$ cat config.mk
export PLATFORM = sky130hd
export DESIGN_NAME = url_percent_decoder_unit
export DESIGN_NICKNAME = d
export VERILOG_FILES = /design/src/rtl/upd_pkg.sv /design/src/rtl/url_percent_decoder_unit.sv /design/src/rtl/upd_decode.sv /design/src/rtl/upd_emit.sv
export SDC_FILE = /design/constraint.sdc
export NUM_CORES = 1
export LEC_CHECK = 0
export ABC_CLOCK_PERIOD_IN_PS = 3200
export BUFFER_PORTS_ARGS = -buffer_cell sky130_fd_sc_hd__buf_2
export CAP_MARGIN = 10
export CORE_MARGIN = 2
export CORE_UTILIZATION = 35
export CTS_CLUSTER_SIZE = 30
export DETAILED_ROUTE_END_ITERATION = 12
export PLACE_DENSITY = 0.69
export SYNTH_ARGS = -nofsm -noshare
export SYNTH_HDL_FRONTEND = slang
export SYNTH_SLANG_ARGS = --single-unit
$ cat constraint.sdc
create_clock -name clock -period 3.2 [get_ports clock]
set_input_delay 0.16 -clock clock [delete_from_list [all_inputs] [get_ports clock]]
set_output_delay 0.16 -clock clock [all_outputs]
set_load 0.05 [all_outputs]
$ cat src/rtl/upd_pkg.sv
package upd_pkg;

   localparam int unsigned MaxResults = 3;

   localparam logic [7:0] CharPlus    = 8'h2B;
   localparam logic [7:0] CharPercent = 8'h25;
   localparam logic [7:0] CharSpace   = 8'h20;

   // register indexes on the csr port
   localparam logic RegStopOnZero = 1'b0;

   typedef enum logic [1:0] {
      HELD_NONE  = 2'd0,
      HELD_PCT   = 2'd1,
      HELD_DIGIT = 2'd2
   } held_type;

   typedef struct packed {
      logic [1:0]                  count;
      logic [MaxResults-1:0][7:0]  bytes;
      logic [MaxResults-1:0]       lasts;
   } bundle_type;

   typedef struct packed {
      held_type    held;
      logic [7:0]  digit;
      logic        dropping;
   } dec_state_type;

   function automatic logic is_hex(input logic [7:0] c);
      is_hex = (c >= 8'h30 && c <= 8'h39) || (c >= 8'h41 && c <= 8'h46) ||
               (c >= 8'h61 && c <= 8'h66);
   endfunction

   function automatic logic [3:0] hex_value(input logic [7:0] c);
      logic [7:0] v;
      v = 8'h00;
      if (c >= 8'h30 && c <= 8'h39) begin
         v = c - 8'h30;
      end else if (c >= 8'h41 && c <= 8'h46) begin
         v = c - 8'h37;
      end else if (c >= 8'h61 && c <= 8'h66) begin
         v = c - 8'h57;
      end
      hex_value = v[3:0];
   endfunction

endpackage

$ cat src/rtl/url_percent_decoder_unit.sv
// latency: the first result of an item is valid in the cycle after the item is taken
// throughput: one item per cycle while items decode to at most one result each and rsp_stall is low;
//   an item with several results holds the result slot, and the next item,
//   even one that yields no results, waits until the last of them is taken
// reset (synchronous, active high) clears stop_on_zero, pending bytes, truncation and the result slot
module url_percent_decoder_unit import upd_pkg::*; (
   input  logic        clock,
   input  logic        reset,
   // encoded byte stream in
   input  logic        req_valid,
   output logic        req_stall,
   input  logic [7:0]  req_in_byte,
   input  logic        req_in_last,
   // decoded byte stream out
   output logic        rsp_valid,
   input  logic        rsp_stall,
   output logic [7:0]  rsp_out_byte,
   output logic        rsp_out_last,
   // apb-style register port
   input  logic        csr_psel,
   input  logic        csr_penable,
   input  logic        csr_pwrite,
   input  logic [2:0]  csr_paddr,
   input  logic [31:0] csr_pwdata,
   output logic [31:0] csr_prdata,
   output logic        csr_pready
);

   // configuration register
   logic stop_ff, stop_in;
   logic csr_wr;

   // decoder state: pending '%' / digit and truncation flag
   dec_state_type st_ff, st_in, st_nxt;

   bundle_type bundle;
   logic       emit_ready;
   logic       req_take;
   logic       load;

   assign csr_pready = 1'b1;
   assign csr_wr     = csr_psel && csr_penable && csr_pwrite;
   assign stop_in    = (csr_wr && csr_paddr[2] == RegStopOnZero) ? csr_pwdata[0] : stop_ff;
   assign csr_prdata = (csr_paddr[2] == RegStopOnZero) ? {31'd0, stop_ff} : 32'd0;

   // the item is taken as soon as the result slot can hold its results;
   // items that yield nothing only touch the decoder state
   assign req_stall = !emit_ready;
   assign req_take  = req_valid && emit_ready;
   assign load      = req_take && (bundle.count != 2'd0);
   assign st_in     = req_take ? st_nxt : st_ff;

   upd_decode u_decode (
      .in_byte      (req_in_byte),
      .in_last      (req_in_last),
      .stop_on_zero (stop_ff),
      .cur          (st_ff),
      .nxt          (st_nxt),
      .bundle       (bundle)
   );

   // result slot: holds up to three decoded bytes and hands them out one a cycle while rsp_stall is low
   upd_emit u_emit (
      .clock        (clock),
      .reset        (reset),
      .load         (load),
      .bundle       (bundle),
      .ready        (emit_ready),
      .rsp_valid    (rsp_valid),
      .rsp_stall    (rsp_stall),
      .rsp_out_byte (rsp_out_byte),
      .rsp_out_last (rsp_out_last)
   );

   always_ff @(posedge clock) begin
      if (reset) begin
         stop_ff        <= 1'b0;
         st_ff.held     <= HELD_NONE;
         st_ff.digit    <= 8'h00;
         st_ff.dropping <= 1'b0;
      end else begin
         stop_ff <= stop_in;
         st_ff   <= st_in;
      end
   end

   // a held digit is always a hex digit
   a_digit_hex: assert property (@(posedge clock) disable iff (reset)
      (st_ff.held == HELD_DIGIT) |-> is_hex(st_ff.digit))
      else $error("pending digit is not hex");

   // while truncating, nothing is pending
   a_drop_clean: assert property (@(posedge clock) disable iff (reset)
      st_ff.dropping |-> (st_ff.held == HELD_NONE))
      else $error("pending bytes while dropping");

   // a last input item leaves nothing pending and ends truncation
   a_last_flush: assert property (@(posedge clock) disable iff (reset)
      (req_take && req_in_last) |=> (st_ff.held == HELD_NONE && !st_ff.dropping))
      else $error("state not flushed after last item");

endmodule

$ cat src/rtl/upd_decode.sv
module upd_decode import upd_pkg::*; (
   input  logic [7:0]    in_byte,
   input  logic          in_last,
   input  logic          stop_on_zero,
   input  dec_state_type cur,
   output dec_state_type nxt,
   output bundle_type    bundle
);

   logic       hv_ok;
   logic [7:0] value;
   logic       p_hold;
   logic [7:0] p_byte;

   assign hv_ok = is_hex(in_byte);
   assign value = {hex_value(cur.digit), hex_value(in_byte)};

   // plain decode of the current byte with nothing pending
   assign p_hold = (in_byte == CharPercent) && !in_last;
   assign p_byte = (in_byte == CharPlus) ? CharSpace : in_byte;

   always_comb begin
      nxt          = cur;
      nxt.held     = HELD_NONE;
      bundle.count = 2'd0;
      bundle.bytes = '0;
      bundle.lasts = '0;
      if (cur.dropping) begin
         nxt.held     = cur.held;
         nxt.dropping = !in_last;
      end else begin
         case (cur.held)
            HELD_PCT: begin
               if (hv_ok && !in_last) begin
                  nxt.held  = HELD_DIGIT;
                  nxt.digit = in_byte;
               end else begin
                  bundle.bytes[0] = CharPercent;
                  if (p_hold) begin
                     nxt.held     = HELD_PCT;
                     bundle.count = 2'd1;
                  end else begin
                     bundle.bytes[1] = p_byte;
                     bundle.lasts[1] = in_last;
                     bundle.count    = 2'd2;
                  end
               end
            end
            HELD_DIGIT: begin
               if (hv_ok) begin
                  bundle.count = 2'd1;
                  if (value == 8'h00 && stop_on_zero) begin
                     bundle.bytes[0] = CharPercent;
                     bundle.lasts[0] = 1'b1;
                     nxt.dropping    = !in_last;
                  end else begin
                     bundle.bytes[0] = value;
                     bundle.lasts[0] = in_last;
                  end
               end else begin
                  bundle.bytes[0] = CharPercent;
                  bundle.bytes[1] = cur.digit;
                  if (p_hold) begin
                     nxt.held     = HELD_PCT;
                     bundle.count = 2'd2;
                  end else begin
                     bundle.bytes[2] = p_byte;
                     bundle.lasts[2] = in_last;
                     bundle.count    = 2'd3;
                  end
               end
            end
            default: begin
               if (p_hold) begin
                  nxt.held = HELD_PCT;
               end else begin
                  bundle.bytes[0] = p_byte;
                  bundle.lasts[0] = in_last;
                  bundle.count    = 2'd1;
               end
            end
         endcase
      end
   end

endmodule

$ cat src/rtl/upd_emit.sv
module upd_emit import upd_pkg::*; (
   input  logic       clock,
   input  logic       reset,
   input  logic       load,
   input  bundle_type bundle,
   output logic       ready,
   output logic       rsp_valid,
   input  logic       rsp_stall,
   output logic [7:0] rsp_out_byte,
   output logic       rsp_out_last
);

   logic       valid_ff, valid_in;
   logic [1:0] idx_ff, idx_in;
   bundle_type bnd_ff, bnd_in;
   logic       take;
   logic       final_slot;

   assign take       = valid_ff && !rsp_stall;
   assign final_slot = (idx_ff == bnd_ff.count - 2'd1);
   assign ready      = !valid_ff || (take && final_slot);

   always_comb begin
      valid_in = valid_ff;
      idx_in   = idx_ff;
      bnd_in   = bnd_ff;
      if (take) begin
         idx_in = idx_ff + 2'd1;
         if (final_slot) begin
            valid_in = 1'b0;
         end
      end
      if (load) begin
         valid_in = 1'b1;
         idx_in   = 2'd0;
         bnd_in   = bundle;
      end
   end

   always_ff @(posedge clock) begin
      if (reset) begin
         valid_ff <= 1'b0;
         idx_ff   <= 2'd0;
      end else begin
         valid_ff <= valid_in;
         idx_ff   <= idx_in;
      end
      bnd_ff <= bnd_in;
   end

   assign rsp_valid    = valid_ff;
   assign rsp_out_byte = bnd_ff.bytes[idx_ff];
   assign rsp_out_last = bnd_ff.lasts[idx_ff];

   a_idx_in_range: assert property (@(posedge clock) disable iff (reset)
      valid_ff |-> (idx_ff < bnd_ff.count))
      else $error("slot index beyond bundle count");

   a_no_overwrite: assert property (@(posedge clock) disable iff (reset)
      load |-> ready)
      else $error("bundle loaded while results still pending");

   a_drain_done: assert property (@(posedge clock) disable iff (reset)
      (take && final_slot && !load) |=> !valid_ff)
      else $error("bundle still valid after its final result");

   a_empty_bundle: assert property (@(posedge clock) disable iff (reset)
      load |-> (bundle.count != 2'd0))
      else $error("bundle loaded with no results");

endmodule

==> impl_results.md <==
* Status: completed
* Setup Fix Bufs, Post-CTS at 0
* Synthesis-to-finish area growth at 7.224%
* # DRC at 0
* Simple-Gate Fraction of Synth Area at 21.59%
* Switch share at 31.94%
* GP Congestion at ~0.91
* CP cell instances: inv_1 > ha_1 > o21bai_1 > a21oi_1 > a2111oi_4 > o311ai_2 > a2111oi_2
* Comb power frac at 20.0%
* Maximum clock path buffer count at 2
* Arrival @ worst endpoint at around 2.7 ns
* Mux contribution to synthesized area at 3.494%
* Clock edge transition at the registers on the reported setup and hold paths at around 0.09 ns
* Post-synthesis compound-gate area fraction at 21.20%
* Final min period at 2.642 ns
* Nets at 434
* Synth Area in Adders at under 10%
* Worst Setup Slack, final at 0.5576 ns
* Initial DRC count at 374
* Hold slack final at 0.08276 ns
* Main synth FF type: edfxtp_1
* Post-DP Area at 0.003302 sq mm
* TritonCTS buffer count at 5
* Hold WC Path Type: in -> reg
* Register area share after synthesis at 36.75%
* Final worst-path cycle share at 82.57%
* Placed cell count at 474
* RR Startpoint: st_ff[2]
* Drt via density at 5.438
* Wire per inst at 15.29 um
* Congestion Overflow GR at 0
* Int Pwr at 923.8 uW
* Static leakage at around 0.0012 uW
* All-Layer GR Usage at between 10% and 20%
* Yosys cell types at 73
* Die Span Y at between 90 and 100 um
* CP startpoint kind: flop
* Slew @ Worst Pin at between 0.6 and 0.7 ns
* Main combinational cell family by area after synthesis: simple AND/OR/NAND/NOR gates
* Non-Filler Instances at 482
* Worst vdd ir at 0.0001948 V
* Die ar. at 0.009884 sq mm
* Setup violators final at 0
* Clk sink count at 44
* Seq cells post-synth at 44
* RSZ-0062 raised after global routing: false
* Number of antenna violations at the first check in global routing at 0
* Number of core rows at 34
* Critical Path Start: st_ff[2]
* Top delay family on crit path: compound AO/OA/AOI/OAI gates
* Max cap viols at 0
* Yosys warnings at 0
* Later-pin clock latency in the skew report at 0.30 ns
* Ys async rst share at 0%
* Worst-path maximum fanout at 10
* Power density over the cells at 397.2 mW/mm^2
* Number of H-tree levels at 2
* Required time worst endpoint at between 3 and 4 ns
* Pre-CTS WS at about 0.62 ns
* TritonRoute pass-1 iters at 5
* Flop pwr share at between 40% and 50%
* I/O Buffers at 29
* Post-Syn Area at between 0.003 and 0.004 sq mm
* ANT nets after route at 0
* Post-synthesis average cell area at 9.028 sq um
* Hold Buf Count CTS at 0
* Clock network fraction of design power at 32.6%
* CTS root buf: clkbuf_8
* Max Clock Freq at ~380 MHz
* Final Skew at around 0.0095 ns
* Post-DP HPWL at 5456 um
* Psw at roughly 430 uW
* Worst path slowest cell: dfxtp_1
* Final TNS setup at 0 ns
* Count of final hold-check violations at 0
* Vias at 2621
* Slowest stage delay, CP at 0.60 ns
* Maximum number of pins on one net before global-route repair at 32
* Post-cts sizing count at 0
* Crit path capture type: flop
* Post-synth EDFFs at 29
* # IOs at 95
* Layout cells sized above 1 at ~16%
* Initial Util at 36.36%
* Number of global-route vias before repair at approximately 2400
* Syn Inst Count at 353
* Diode count at 0
* Post-route cell area at 0.003417 sq mm
* Crit Path Category: reg -> reg
* TritonCTS clock tree: yes
* WL final at 7369 um
* Core Area at 0.008763 sq mm
* Synth Area in XOR/XNOR at 0.8245%
* Worst path buffer plus inverter count at 1
* Slew Viols, Final at 0
* Hold_sp: csr_pwdata[0]
* Die W at 99.42 um
* # fillers at 895
* Max-slew headroom at 56.12%
* First-pass GRT wire length at ~12000 um
## state kept, by name, indices dropped and copies added (netlist names)
register	cells
u_emit.idx_ff	2
stop_ff	1
u_emit.rsp_valid	1
u_emit.bnd_ff	29
st_ff	11
## cells in the mapped netlist, types with 6 or more instances
library cell,count,share of area (%)
nand2_1,21,2.5
nand3_1,16,2.5
mux2i_1,10,3.1
clkbuf_1,15,1.8
a21oi_1,28,4.4
inv_1,16,1.9
and2_1,6,1.2
nor3_1,8,1.3
dfxtp_1,15,9.4
buf_4,32,7.5
nor2_1,28,3.3
edfxtp_1,29,27
ha_1,10,3.9
nor2b_1,6,1.2
a32oi_1,6,1.6
o21ai_0,22,3.5
## layout by cell type, fill, tap and decap left out, drive strengths merged, types with 4 or more instances in the layout
cell / instances
mux2i: 10
nor2b: 6
nor2: 28
conb: 32
nand2: 21
ha: 10
a21oi: 31
o21ai: 23
nor3: 8
dfxtp: 15
edfxtp: 29
a31oi: 4
and2: 6
buf: 34
o211ai: 4
a32oi: 6
nand3: 17
clkbuf: 5
inv: 17
## routing by layer
| metal | global-route usage, % | vias up | part of all wire, % |
|---|---|---|---|
| li1 | - | 1277 | - |
| met5 | 0 | - | 0 |
| met3 | 3.303 | 14 | 7.3 |
| met4 | 3.899 | 0 | 1.6 |
| met1 | 20.59 | 1212 | 46 |
| met2 | 23.86 | 118 | 45 |
## kinds of logic (layout without fill, tap and decap cells)
logic type,Yosys count,count (layout)
other,2,32
buffers and inverters,67,58
AOI/OAI and AO/OA,98,98
muxes,11,11
and+or+nand+nor,118,118
DFF,44,44
xor gates and xnor gates,3,3
adders and majority gates,10,10
## worst reg2reg max path: stages, from the launching register on
cell and delay, ns:
dfxtp_1 0.60, inv_1 0.14, ha_1 0.26, o21bai_1 0.15
a21oi_1 0.17, a2111oi_4 0.43, o311ai_2 0.28, a2111oi_2 0.40
## worst paths after layout
path	end	slack [ns]	cells past startpoint
setup / recovery	u_emit.bnd_ff[5]	0.56	7
hold / removal	stop_ff	0.08	3
setup reg to reg	u_emit.bnd_ff[5]	0.56	7
hold reg to reg	st_ff[9]	0.51	2
## cell type report
class,count,area [sq um],area share (%)
multi-input cells,272,1753,51.30
flip-flops and latches,44,1171,34.27
repair buffers,34,182.7,5.346
well taps,108,135.1,3.955
clock buffers,5,68.82,2.014
inverters,16,60.06,1.758
clock inverters,3,46.29,1.355
## power by group through the flow
stage / combinational [uW] / clock, uW / sequential [uW]
after floorplan: 243 / 0 / 660
after global placement: 267 / 0 / 656
after detailed placement: 269 / 0 / 657
after CTS: 270 / 448 / 644
after global routing: 290 / 471 / 646
final: 271 / 443 / 643
## per-stage QoR
stage	utilization, %	power [uW]
2_1_floorplan	-	903.1
3_3_place_gp	37.68	922.7
4_1_cts	38.99	1362
5_1_grt	38.99	1407
6_report	38.99	1357
3_5_place_dp	37.68	926.2
(Power assumes the default switching activity.)
